[src/rtl/core/picc_pkg.sv]
// Shared constants and control types of the interrupt controller.
package picc_pkg;
  localparam logic [1:0] CMD_READ  = 2'd0;
  localparam logic [1:0] CMD_WRITE = 2'd1;
  localparam logic [1:0] CMD_REQ   = 2'd2;

  localparam logic [31:0] ENABLE_OFS    = 32'h0000_2000;
  localparam logic [31:0] ENABLE_STRIDE = 32'h0000_0080;
  localparam logic [31:0] THRESH_OFS    = 32'h0020_0000;
  localparam logic [31:0] THRESH_STRIDE = 32'h0000_1000;

  localparam int unsigned IN_TDATA_W  = 72;
  localparam int unsigned OUT_TDATA_W = 40;

  typedef struct packed {
    logic load;
    logic exec;
    logic capture;
    logic scan_start;
    logic scan_run;
    logic finish;
  } picc_cmd_t;

  typedef struct packed {
    logic scan_done;
    logic out_free;
  } picc_sts_t;
endpackage

[src/rtl/core/picc_ram.sv]
// Generic RAM with one write port, one read port and registered read.
module picc_ram #(
  parameter int unsigned Width = 8,
  parameter int unsigned Depth = 16
) (
  input  logic                     clk_i,
  input  logic                     we_i,
  input  logic [$clog2(Depth)-1:0] waddr_i,
  input  logic [Width-1:0]         wdata_i,
  input  logic [$clog2(Depth)-1:0] raddr_i,
  output logic [Width-1:0]         rdata_o
);
  logic [Width-1:0] mem_q [Depth];
  logic [Width-1:0] rdata_q;

  always_ff @(posedge clk_i) begin
    if (we_i) begin
      mem_q[waddr_i] <= wdata_i;
    end
    rdata_q <= mem_q[raddr_i];
  end

  assign rdata_o = rdata_q;
endmodule

[src/rtl/core/picc_ctrl.sv]
// Sequencer of the interrupt controller: access, read, scan, respond.
module picc_ctrl (
  input  logic                clk_i,
  input  logic                rst_ni,
  input  logic                in_valid_i,
  output logic                in_ready_o,
  input  picc_pkg::picc_sts_t sts_i,
  output picc_pkg::picc_cmd_t cmd_o
);
  typedef enum logic [2:0] {ST_IDLE, ST_EXEC, ST_READ, ST_SCAN, ST_FIN} state_e;
  state_e state_q;

  always_ff @(posedge clk_i or negedge rst_ni) begin
    if (!rst_ni) begin
      state_q <= ST_IDLE;
    end else begin
      case (state_q)
        ST_IDLE: if (in_valid_i) state_q <= ST_EXEC;
        ST_EXEC: state_q <= ST_READ;
        ST_READ: state_q <= ST_SCAN;
        ST_SCAN: if (sts_i.scan_done) state_q <= ST_FIN;
        ST_FIN:  if (sts_i.out_free) state_q <= ST_IDLE;
        default: state_q <= ST_IDLE;
      endcase
    end
  end

  always_comb begin
    cmd_o            = '0;
    cmd_o.load       = (state_q == ST_IDLE) && in_valid_i;
    cmd_o.exec       = state_q == ST_EXEC;
    cmd_o.capture    = state_q == ST_READ;
    cmd_o.scan_start = state_q == ST_READ;
    cmd_o.scan_run   = state_q == ST_SCAN;
    cmd_o.finish     = (state_q == ST_FIN) && sts_i.out_free;
  end

  assign in_ready_o = state_q == ST_IDLE;
endmodule

[src/rtl/core/picc_dpath.sv]
// Register file, source state and arbitration scan of the interrupt controller.
module picc_dpath #(
  parameter int unsigned NUM_SOURCES   = 127,
  parameter int unsigned PRIO_BITS     = 3,
  parameter int unsigned CONTEXT_INDEX = 0
) (
  input  logic                clk_i,
  input  logic                rst_ni,
  input  picc_pkg::picc_cmd_t cmd_i,
  output picc_pkg::picc_sts_t sts_o,
  input  logic [1:0]          in_cmd_i,
  input  logic [25:0]         in_addr_i,
  input  logic [31:0]         in_wdata_i,
  input  logic [6:0]          in_src_i,
  output logic                out_valid_o,
  input  logic                out_ready_i,
  output logic [31:0]         out_rdata_o,
  output logic                out_irq_o
);
  localparam int unsigned NS1 = NUM_SOURCES + 1;
  localparam int unsigned AW  = $clog2(NS1);
  localparam int unsigned CW  = $clog2(NUM_SOURCES + 2);
  localparam int unsigned ENW = (NUM_SOURCES + 1 + 31) / 32;
  localparam logic [31:0] EN_BASE = picc_pkg::ENABLE_OFS +
                                    32'(CONTEXT_INDEX) * picc_pkg::ENABLE_STRIDE;
  localparam logic [31:0] EN_END  = EN_BASE + 32'(4 * ENW);
  localparam logic [31:0] TH_ADDR = picc_pkg::THRESH_OFS +
                                    32'(CONTEXT_INDEX) * picc_pkg::THRESH_STRIDE;
  localparam logic [31:0] CL_ADDR = TH_ADDR + 32'd4;
  localparam logic [31:0] NS32    = 32'(NUM_SOURCES);

  logic [1:0]  cmd_q;
  logic [25:0] addr_q;
  logic [31:0] wdata_q;
  logic [6:0]  src_q;

  logic [NS1-1:0] en_q, en_d, pend_q, pend_d, isv_q, isv_d, pvld_q, pvld_d;
  logic [PRIO_BITS-1:0] thr_q, thr_d;

  logic [CW-1:0]        cnt_q;
  logic                 cmp_vld_q;
  logic [AW-1:0]        cmp_idx_q;
  logic [AW-1:0]        best_q;
  logic [PRIO_BITS-1:0] bprio_q;
  logic                 more_q;
  logic                 rvld_q;
  logic [31:0]          rd_q;

  logic                 out_vld_q;
  logic [31:0]          out_rdata_q;
  logic                 out_irq_q;

  logic [31:0] addr32, word32, src32, enw32;
  logic aligned, is_rd, is_wr, prio_hit, en_hit, th_hit, cl_hit, claim_rd, issue;
  logic [ENW*32-1:0] en_pad;
  logic [31:0] en_word;
  logic [AW-1:0] raddr;
  logic [PRIO_BITS-1:0] ram_dout, prio_val;
  logic qual;

  // Decode the held request.
  always_comb begin
    addr32   = 32'(addr_q);
    word32   = 32'(addr_q[25:2]);
    src32    = 32'(src_q);
    aligned  = addr_q[1:0] == 2'b00;
    is_rd    = cmd_q == picc_pkg::CMD_READ;
    is_wr    = cmd_q == picc_pkg::CMD_WRITE;
    prio_hit = aligned && word32 >= 32'd1 && word32 <= NS32;
    en_hit   = aligned && !prio_hit && addr32 >= EN_BASE && addr32 < EN_END;
    th_hit   = aligned && !prio_hit && !en_hit && addr32 == TH_ADDR;
    cl_hit   = aligned && !prio_hit && !en_hit && addr32 == CL_ADDR;
    claim_rd = cl_hit && is_rd;
    enw32    = (addr32 - EN_BASE) >> 2;
    en_pad   = '0;
    en_pad[NS1-1:0] = en_q;
    en_word  = '0;
    for (int w = 0; w < ENW; w++) begin
      if (enw32 == 32'(w)) en_word = en_pad[w*32 +: 32];
    end
  end

  // Next state of the per-source bits and the threshold.
  always_comb begin
    en_d   = en_q;
    pend_d = pend_q;
    isv_d  = isv_q;
    pvld_d = pvld_q;
    thr_d  = thr_q;
    if (cmd_i.exec) begin
      for (int s = 1; s < NS1; s++) begin
        if (cmd_q == picc_pkg::CMD_REQ && src32 == 32'(s) && !pend_q[s] && !isv_q[s]) begin
          pend_d[s] = 1'b1;
        end
        if (is_wr && prio_hit && word32 == 32'(s)) pvld_d[s] = 1'b1;
        if (is_wr && cl_hit && wdata_q == 32'(s)) isv_d[s] = 1'b0;
        if (is_wr && en_hit && enw32 == 32'(s / 32)) en_d[s] = wdata_q[s % 32];
      end
      if (is_wr && th_hit) thr_d = wdata_q[PRIO_BITS-1:0];
    end
    if (cmd_i.finish && claim_rd && best_q != '0) begin
      pend_d[best_q] = 1'b0;
      isv_d[best_q]  = 1'b1;
    end
  end

  assign raddr    = cmd_i.scan_run ? cnt_q[AW-1:0] : word32[AW-1:0];
  assign prio_val = rvld_q ? ram_dout : '0;
  assign qual     = cmp_vld_q && pend_q[cmp_idx_q] && en_q[cmp_idx_q] && (prio_val > thr_q);
  assign issue    = cnt_q <= CW'(NUM_SOURCES);

  picc_ram #(.Width(PRIO_BITS), .Depth(NS1)) u_prio_ram (
    .clk_i   (clk_i),
    .we_i    (cmd_i.exec && is_wr && prio_hit),
    .waddr_i (word32[AW-1:0]),
    .wdata_i (wdata_q[PRIO_BITS-1:0]),
    .raddr_i (raddr),
    .rdata_o (ram_dout)
  );

  always_ff @(posedge clk_i) begin
    if (cmd_i.load) begin
      cmd_q   <= in_cmd_i;
      addr_q  <= in_addr_i;
      wdata_q <= in_wdata_i;
      src_q   <= in_src_i;
    end
    rvld_q <= pvld_q[raddr];
    if (cmd_i.capture) begin
      if (is_rd && prio_hit)    rd_q <= 32'(prio_val);
      else if (is_rd && en_hit) rd_q <= en_word;
      else if (is_rd && th_hit) rd_q <= 32'(thr_q);
      else                      rd_q <= '0;
    end
    if (cmd_i.finish) begin
      out_rdata_q <= claim_rd ? 32'(best_q) : rd_q;
      out_irq_q   <= claim_rd ? more_q : (best_q != '0);
    end
  end

  always_ff @(posedge clk_i or negedge rst_ni) begin
    if (!rst_ni) begin
      en_q      <= '0;
      pend_q    <= '0;
      isv_q     <= '0;
      pvld_q    <= '0;
      thr_q     <= '0;
      cnt_q     <= '0;
      cmp_vld_q <= 1'b0;
      cmp_idx_q <= '0;
      best_q    <= '0;
      bprio_q   <= '0;
      more_q    <= 1'b0;
      out_vld_q <= 1'b0;
    end else begin
      en_q   <= en_d;
      pend_q <= pend_d;
      isv_q  <= isv_d;
      pvld_q <= pvld_d;
      thr_q  <= thr_d;
      if (cmd_i.scan_start) begin
        cnt_q     <= CW'(1);
        cmp_vld_q <= 1'b0;
        best_q    <= '0;
        bprio_q   <= '0;
        more_q    <= 1'b0;
      end else if (cmd_i.scan_run) begin
        cmp_vld_q <= issue;
        cmp_idx_q <= cnt_q[AW-1:0];
        if (issue) cnt_q <= cnt_q + CW'(1);
        if (qual) begin
          if (best_q != '0) more_q <= 1'b1;
          if (best_q == '0 || prio_val > bprio_q) begin
            best_q  <= cmp_idx_q;
            bprio_q <= prio_val;
          end
        end
      end
      if (cmd_i.finish) out_vld_q <= 1'b1;
      else if (out_ready_i) out_vld_q <= 1'b0;
    end
  end

  assign sts_o.scan_done = cmp_vld_q && cmp_idx_q == AW'(NUM_SOURCES);
  assign sts_o.out_free  = !out_vld_q || out_ready_i;
  assign out_valid_o = out_vld_q;
  assign out_rdata_o = out_rdata_q;
  assign out_irq_o   = out_irq_q;
endmodule

[src/rtl/core/platform_interrupt_controller_core.sv]
// Requests are taken one at a time; the arbitration scan reads the
// priority RAM through its single read port, one source a cycle, after every request.
// The response register lets a new request be accepted while the previous response waits.
// Reset (rst_ni low, asynchronous): priorities, enables, pending, in-service and the
// threshold read as zero at once; no clearing pass is needed.
module platform_interrupt_controller_core #(
  parameter int unsigned NUM_SOURCES   = 127,
  parameter int unsigned PRIO_BITS     = 3,
  parameter int unsigned CONTEXT_INDEX = 0
) (
  input  logic        clk_i,
  input  logic        rst_ni,
  input  logic        s_axis_tvalid,
  output logic        s_axis_tready,
  // tdata: addr [25:0], wdata [57:26], src_id [64:58], zero fill [71:65]
  input  logic [picc_pkg::IN_TDATA_W-1:0] s_axis_tdata,
  // tuser: cmd [1:0]
  input  logic [1:0]  s_axis_tuser,
  output logic        m_axis_tvalid,
  input  logic        m_axis_tready,
  // tdata: rdata [31:0], irq [32], zero fill [39:33]
  output logic [picc_pkg::OUT_TDATA_W-1:0] m_axis_tdata
);
  picc_pkg::picc_cmd_t cmd;
  picc_pkg::picc_sts_t sts;
  logic [31:0] rdata;
  logic        irq;

  // Sequence each request: access, capture read data, scan all sources, respond.
  picc_ctrl u_ctrl (
    .clk_i      (clk_i),
    .rst_ni     (rst_ni),
    .in_valid_i (s_axis_tvalid),
    .in_ready_o (s_axis_tready),
    .sts_i      (sts),
    .cmd_o      (cmd)
  );

  // Hold source state, run the arbitration and drive the response register.
  picc_dpath #(
    .NUM_SOURCES   (NUM_SOURCES),
    .PRIO_BITS     (PRIO_BITS),
    .CONTEXT_INDEX (CONTEXT_INDEX)
  ) u_dpath (
    .clk_i       (clk_i),
    .rst_ni      (rst_ni),
    .cmd_i       (cmd),
    .sts_o       (sts),
    .in_cmd_i    (s_axis_tuser),
    .in_addr_i   (s_axis_tdata[25:0]),
    .in_wdata_i  (s_axis_tdata[57:26]),
    .in_src_i    (s_axis_tdata[64:58]),
    .out_valid_o (m_axis_tvalid),
    .out_ready_i (m_axis_tready),
    .out_rdata_o (rdata),
    .out_irq_o   (irq)
  );

  // Pack the response; unused upper bits stay zero.
  assign m_axis_tdata = {7'd0, irq, rdata};
endmodule

[config.mk]
export PLATFORM = sky130hd
export DESIGN_NAME = platform_interrupt_controller_core
export DESIGN_NICKNAME = d
export VERILOG_FILES = /design/src/rtl/core/picc_pkg.sv /design/src/rtl/core/picc_ram.sv /design/src/rtl/core/picc_ctrl.sv /design/src/rtl/core/picc_dpath.sv /design/src/rtl/core/platform_interrupt_controller_core.sv
export SDC_FILE = /design/constraint.sdc
export NUM_CORES = 2
export LEC_CHECK = 0
export ABC_CLOCK_PERIOD_IN_PS = 5890
export BUFFER_PORTS_ARGS = -buffer_cell sky130_fd_sc_hd__buf_2
export CORE_MARGIN = 10
export CORE_UTILIZATION = 60
export CTS_CLUSTER_SIZE = 12
export DETAILED_ROUTE_END_ITERATION = 10
export PLACE_DENSITY = 0.77
export REMOVE_ABC_BUFFERS = 1
export SYNTH_ARGS = -nofsm -noshare
export SYNTH_HDL_FRONTEND = slang
export SYNTH_SLANG_ARGS = --single-unit
[constraint.sdc]
create_clock -name clk_i -period 5.89 [get_ports clk_i]
set_input_delay 1.767 -clock clk_i [delete_from_list [all_inputs] [get_ports clk_i]]
set_output_delay 1.767 -clock clk_i [all_outputs]
set_load 0.01 [all_outputs]
==> summary.md <==
| Metric | Value |
|---|---|
| Slew HR | `between 15 and 20%` |
| Metal3 WL | `20530 um` |
| Gr usage total | `roughly 33%` |
| Largest net degree at the start of global routing | `about 110` |
| Worst R2R Setup Slack | `between 1 and 1.5 ns` |
| Rows | `100` |
| Seq/Total Area, Yosys | `approximately 64%` |
| Worst reg-to-reg path cell count | `8` |
| Clock Sinks | `roughly 1100` |
| Post-synth EDFFs | `slightly above 500` |
| Global-route wire length before repair | `~210000 um` |
| Fin crit period | `4.556 ns` |
| Max Freq | `roughly 220 MHz` |
| DRC | `0` |
| Worst clock skew | `0.04321 ns` |
| Wire per inst | `between 20 and 30 um` |
| CP max FO | `12` |
| Gr ovfl total | `0` |
| Post-synthesis mux area share | `under 10%` |
| DP Worst Slack | `1.440 ns` |
| Clk buf depth | `3` |
| Clock root buffer | `clkbuf_16` |
| Worst Path Required | `6.26 ns` |
| Max cap viols | `0` |
| Ant. Diodes | `0` |
| FF-to-FF End | `u_dpath.u_prio_ram.mem_q[29][2]$_DFFE_PP_` |
| Crit. End Element | `flip-flop` |
| Remaining antenna violation count after routing | `0` |
| Die Area | `87280 um2` |
| Synth Area in Compound Gates | `between 10% and 20%` |
| CTS tree | `done` |
| Multi-input logic area | `around 15000 um2` |
| Metal2 WL | `61380 um` |
| DR vias | `~35000` |
| Area leader, netlist | `edfxtp_1` |
| Unrepaired setup endpoints after global routing | `false` |
| Worst-path clk slew | `approximately 0.060 ns` |
| Fillcell total | `between 5000 and 6000` |
| Drt first pass iters | `7` |
| Reg-to-Reg Start | `u_dpath.addr_q[17]$_DFFE_PP_` |
| Final setup margin | `1.334 ns` |
| Initial drt markers | `~5300` |
| Xor/xnor share of the synthesized area | `less than 1%` |
| Cells after Synth | `between 3000 and 4000` |
| Mean Syn Cell Area | `11.50 um2` |
| Status | `complete, no violations` |
| Setup CP Type | `flip-flop to flip-flop` |
| Synth Area in Adders | `less than 1%` |
| Largest family of logic cells by synthesized area | `simple AND/OR/NAND/NOR gates` |
| YS warnings | `0` |
| HPWL Detailed | `94870 um` |
| Hold Crit Class | `flip-flop to flip-flop` |
| Worst EP arrival | `between 4 and 5 ns` |
| Power per cell area | `between 300 and 400 nW/um2` |
| Setup bufs post-CTS | `0` |
| Finished Core Util | `between 60 and 70%` |
| DRT met1 WL | `between 50000 and 60000 um` |
| Async S/R FF share, synth | `51.08%` |
| Vias in the first global route | `~34000` |
| Post-DR vias/cell | `between 6 and 7` |
| # hold bufs at CTS | `0` |
| Pleak | `18.87 nW` |
| FF/Latch Area | `~29000 um2` |
| Core Area | `between 70000 and 80000 um2` |
| CP Capture Point | `u_dpath.u_prio_ram.mem_q[29][2]$_DFFE_PP_` |
| Area growth syn-to-layout | `10.38%` |
| Top cell type's share of synthesized area | `between 30% and 40%` |
| Post-synthesis simple-gate area fraction | `between 10% and 20%` |
| H-Tree Depth | `3` |
| TritonCTS buffer count | `about 110` |
| Num ports | `120` |
| Fin. max-slew vios | `0` |
| Drt total wl | `about 140000 um` |
| DP Area | `approximately 47000 um2` |
| Worst-Skew Late Latency | `~0.70 ns` |
| Final instance area | `around 50000 um2` |
| Top Metal Used | `met5` |
| Worst VDD drop | `between 0.3 and 0.4 mV` |
| Ys flop type | `dfrtp_1` |
| Number of antenna violations at the first check in global routing | `6` |
| Worst Setup SP | `u_dpath.addr_q[17]$_DFFE_PP_` |
| Final hold vios | `0` |
| Top post-synthesis cells by area | `edfxtp_1, dfrtp_1, nand2_1` |
| RD Place Congestion | `0.9951` |
| Die height | `295.4 um` |
| I/O Buffers | `roughly 110` |
| Die width | `about 300 um` |
| #FFs+latches synth | `about 1100` |
| Ratio of cells with drive above 1 in the final layout | `approximately 12%` |
| Initial Util | `between 60 and 70%` |
| Tightest Pin Transition | `~1.3 ns` |
| Nets | `4095` |
| Setup Viol. Count Final | `0` |
| Fin crit share | `77.34%` |
| Synth unique cells | `83` |
| CP Launch Type | `flip-flop` |
| Number of gates given a new drive strength after cts | `0` |
| Netlist Area Pre-Place | `45520 um2` |
==> worst max-delay path: stages (launching register included) <==
cell      delay (ns)
edfxtp_1        0.39
or3_1           0.44
or3_1           0.42
and4bb_1        0.33
nand2_1         0.27
nor2_1          0.90
nand3_1         0.79
buf_4           0.47
nor2_1          0.26
==> report_power, final <==
part           switching, mW  internal [mW]  total (mW)
clock                   2.85           3.69        6.54
sequential             0.308           8.17        8.47
combinational           2.95           1.06        4.01
==> flip-flops by register name, indices dropped and copies added (netlist names), 8 cells and up <==
register                  count
u_dpath.rd_q                 32
u_dpath.u_prio_ram.mem_q    384
u_dpath.wdata_q              32
u_dpath.pend_q              128
u_dpath.en_pad              127
u_dpath.isv_q               127
u_dpath.cnt_q                 8
u_dpath.pvld_q              127
u_dpath.addr_q               26
u_dpath.out_rdata_o          32
==> cells by family (layout without fill, tap and decap cells) <==
| logic type | count (synthesis) | after routing |
|---|---|---|
| and+or+nand+nor | 1365 | 1365 |
| other | 1 | 10 |
| AOI/OAI and AO/OA | 1023 | 1023 |
| adders and majority gates | 8 | 8 |
| xor gates and xnor gates | 8 | 8 |
| buffers and inverters | 279 | 408 |
| muxes | 212 | 212 |
| DFF | 1063 | 1063 |
==> layer usage <==
| metal | up-vias | track usage, % |
|---|---|---|
| li1 | 14580 | - |
| met4 | 12 | 15.78 |
| met2 | 2791 | 47.20 |
| met5 | - | 0 |
| met1 | 17270 | 44.99 |
| met3 | 515 | 10.06 |
==> final cells by class <==
type / instances / share of cell area [%]
clock buffers: 172 / 6.017
flip-flops and latches: 1063 / 58.05
clock inverters: 24 / 0.5902
well taps: 969 / 2.413
inverters: 33 / 0.2465
repair buffers: 179 / 2.346
multi-input cells: 2626 / 30.34
==> synthesized netlist by cell type (all sizes together), types with 36 or more instances <==
cell type / count
nand2: 522
and2: 39
nor2: 342
nand3: 202
a21oi: 331
nand4: 61
buf: 102
a22oi: 36
nor3: 40
clkbuf: 143
edfxtp: 516
dfrtp: 543
o21ai: 323
mux2: 137
nor2b: 51
mux2i: 58
o21bai: 42
a21o: 79
==> worst min path at each step <==
| stage | start | end | depth (start not counted) |
|---|---|---|---|
| 6_report | u_dpath.pend_q[0]$_DFFE_PN0P_ | u_dpath.pend_q[0]$_DFFE_PN0P_ | 0 |
| 5_1_grt | u_dpath.pend_q[0]$_DFFE_PN0P_ | u_dpath.pend_q[0]$_DFFE_PN0P_ | 0 |
| 4_1_cts | u_dpath.pend_q[0]$_DFFE_PN0P_ | u_dpath.pend_q[0]$_DFFE_PN0P_ | 0 |
| 3_5_place_dp | u_dpath.pend_q[0]$_DFFE_PN0P_ | u_dpath.pend_q[0]$_DFFE_PN0P_ | 0 |
| 3_3_place_gp | u_dpath.pend_q[0]$_DFFE_PN0P_ | u_dpath.pend_q[0]$_DFFE_PN0P_ | 0 |
| 2_1_floorplan | u_dpath.pend_q[0]$_DFFE_PN0P_ | u_dpath.pend_q[0]$_DFFE_PN0P_ | 0 |
==> layout by cell type (no fill, tap or decap), drive strengths merged, types with 10 or more instances in the layout <==
master / synthesis / routed
a21o: 79 / 79
a222oi: 18 / 18
mux2i: 58 / 58
clkinv: 0 / 17
edfxtp: 516 / 516
nor4: 14 / 14
o21bai: 42 / 42
nand2b: 19 / 19
nor3: 40 / 40
a21oi: 331 / 331
a22oi: 36 / 36
nor2: 342 / 342
mux2: 137 / 137
and2: 39 / 39
a211oi: 24 / 24
clkbuf: 143 / 172
conb: 1 / 10
buf: 102 / 179
or2: 11 / 11
nand3: 202 / 202
mux4: 17 / 17
nor2b: 51 / 51
nand2: 522 / 522
a32oi: 31 / 31
inv: 33 / 36
and3: 25 / 25
a31oi: 34 / 34
o211ai: 11 / 11
nand4: 61 / 61
o21ai: 323 / 323
nand3b: 14 / 14
dfrtp: 543 / 543
a311oi: 15 / 15
a221oi: 33 / 33
==> metrics by stage <==
| stage | cells | hold WS, ns | setup TNS, ns | power, mW |
|---|---|---|---|---|
| after floorplan | 3722 | 0.3494 | -4.492 | 10.91 |
| after global placement | 4870 | 0.3657 | 0 | 12.41 |
| after detailed placement | 4870 | 0.3879 | 0 | 12.46 |
| after CTS | 5066 | 0.4023 | 0 | 18.89 |
| after global routing | 5066 | 0.4246 | 0 | 19.58 |
| final | 5066 | 0.4045 | 0 | 19.02 |
No activity file was read; power rests on OpenSTA's default activity.
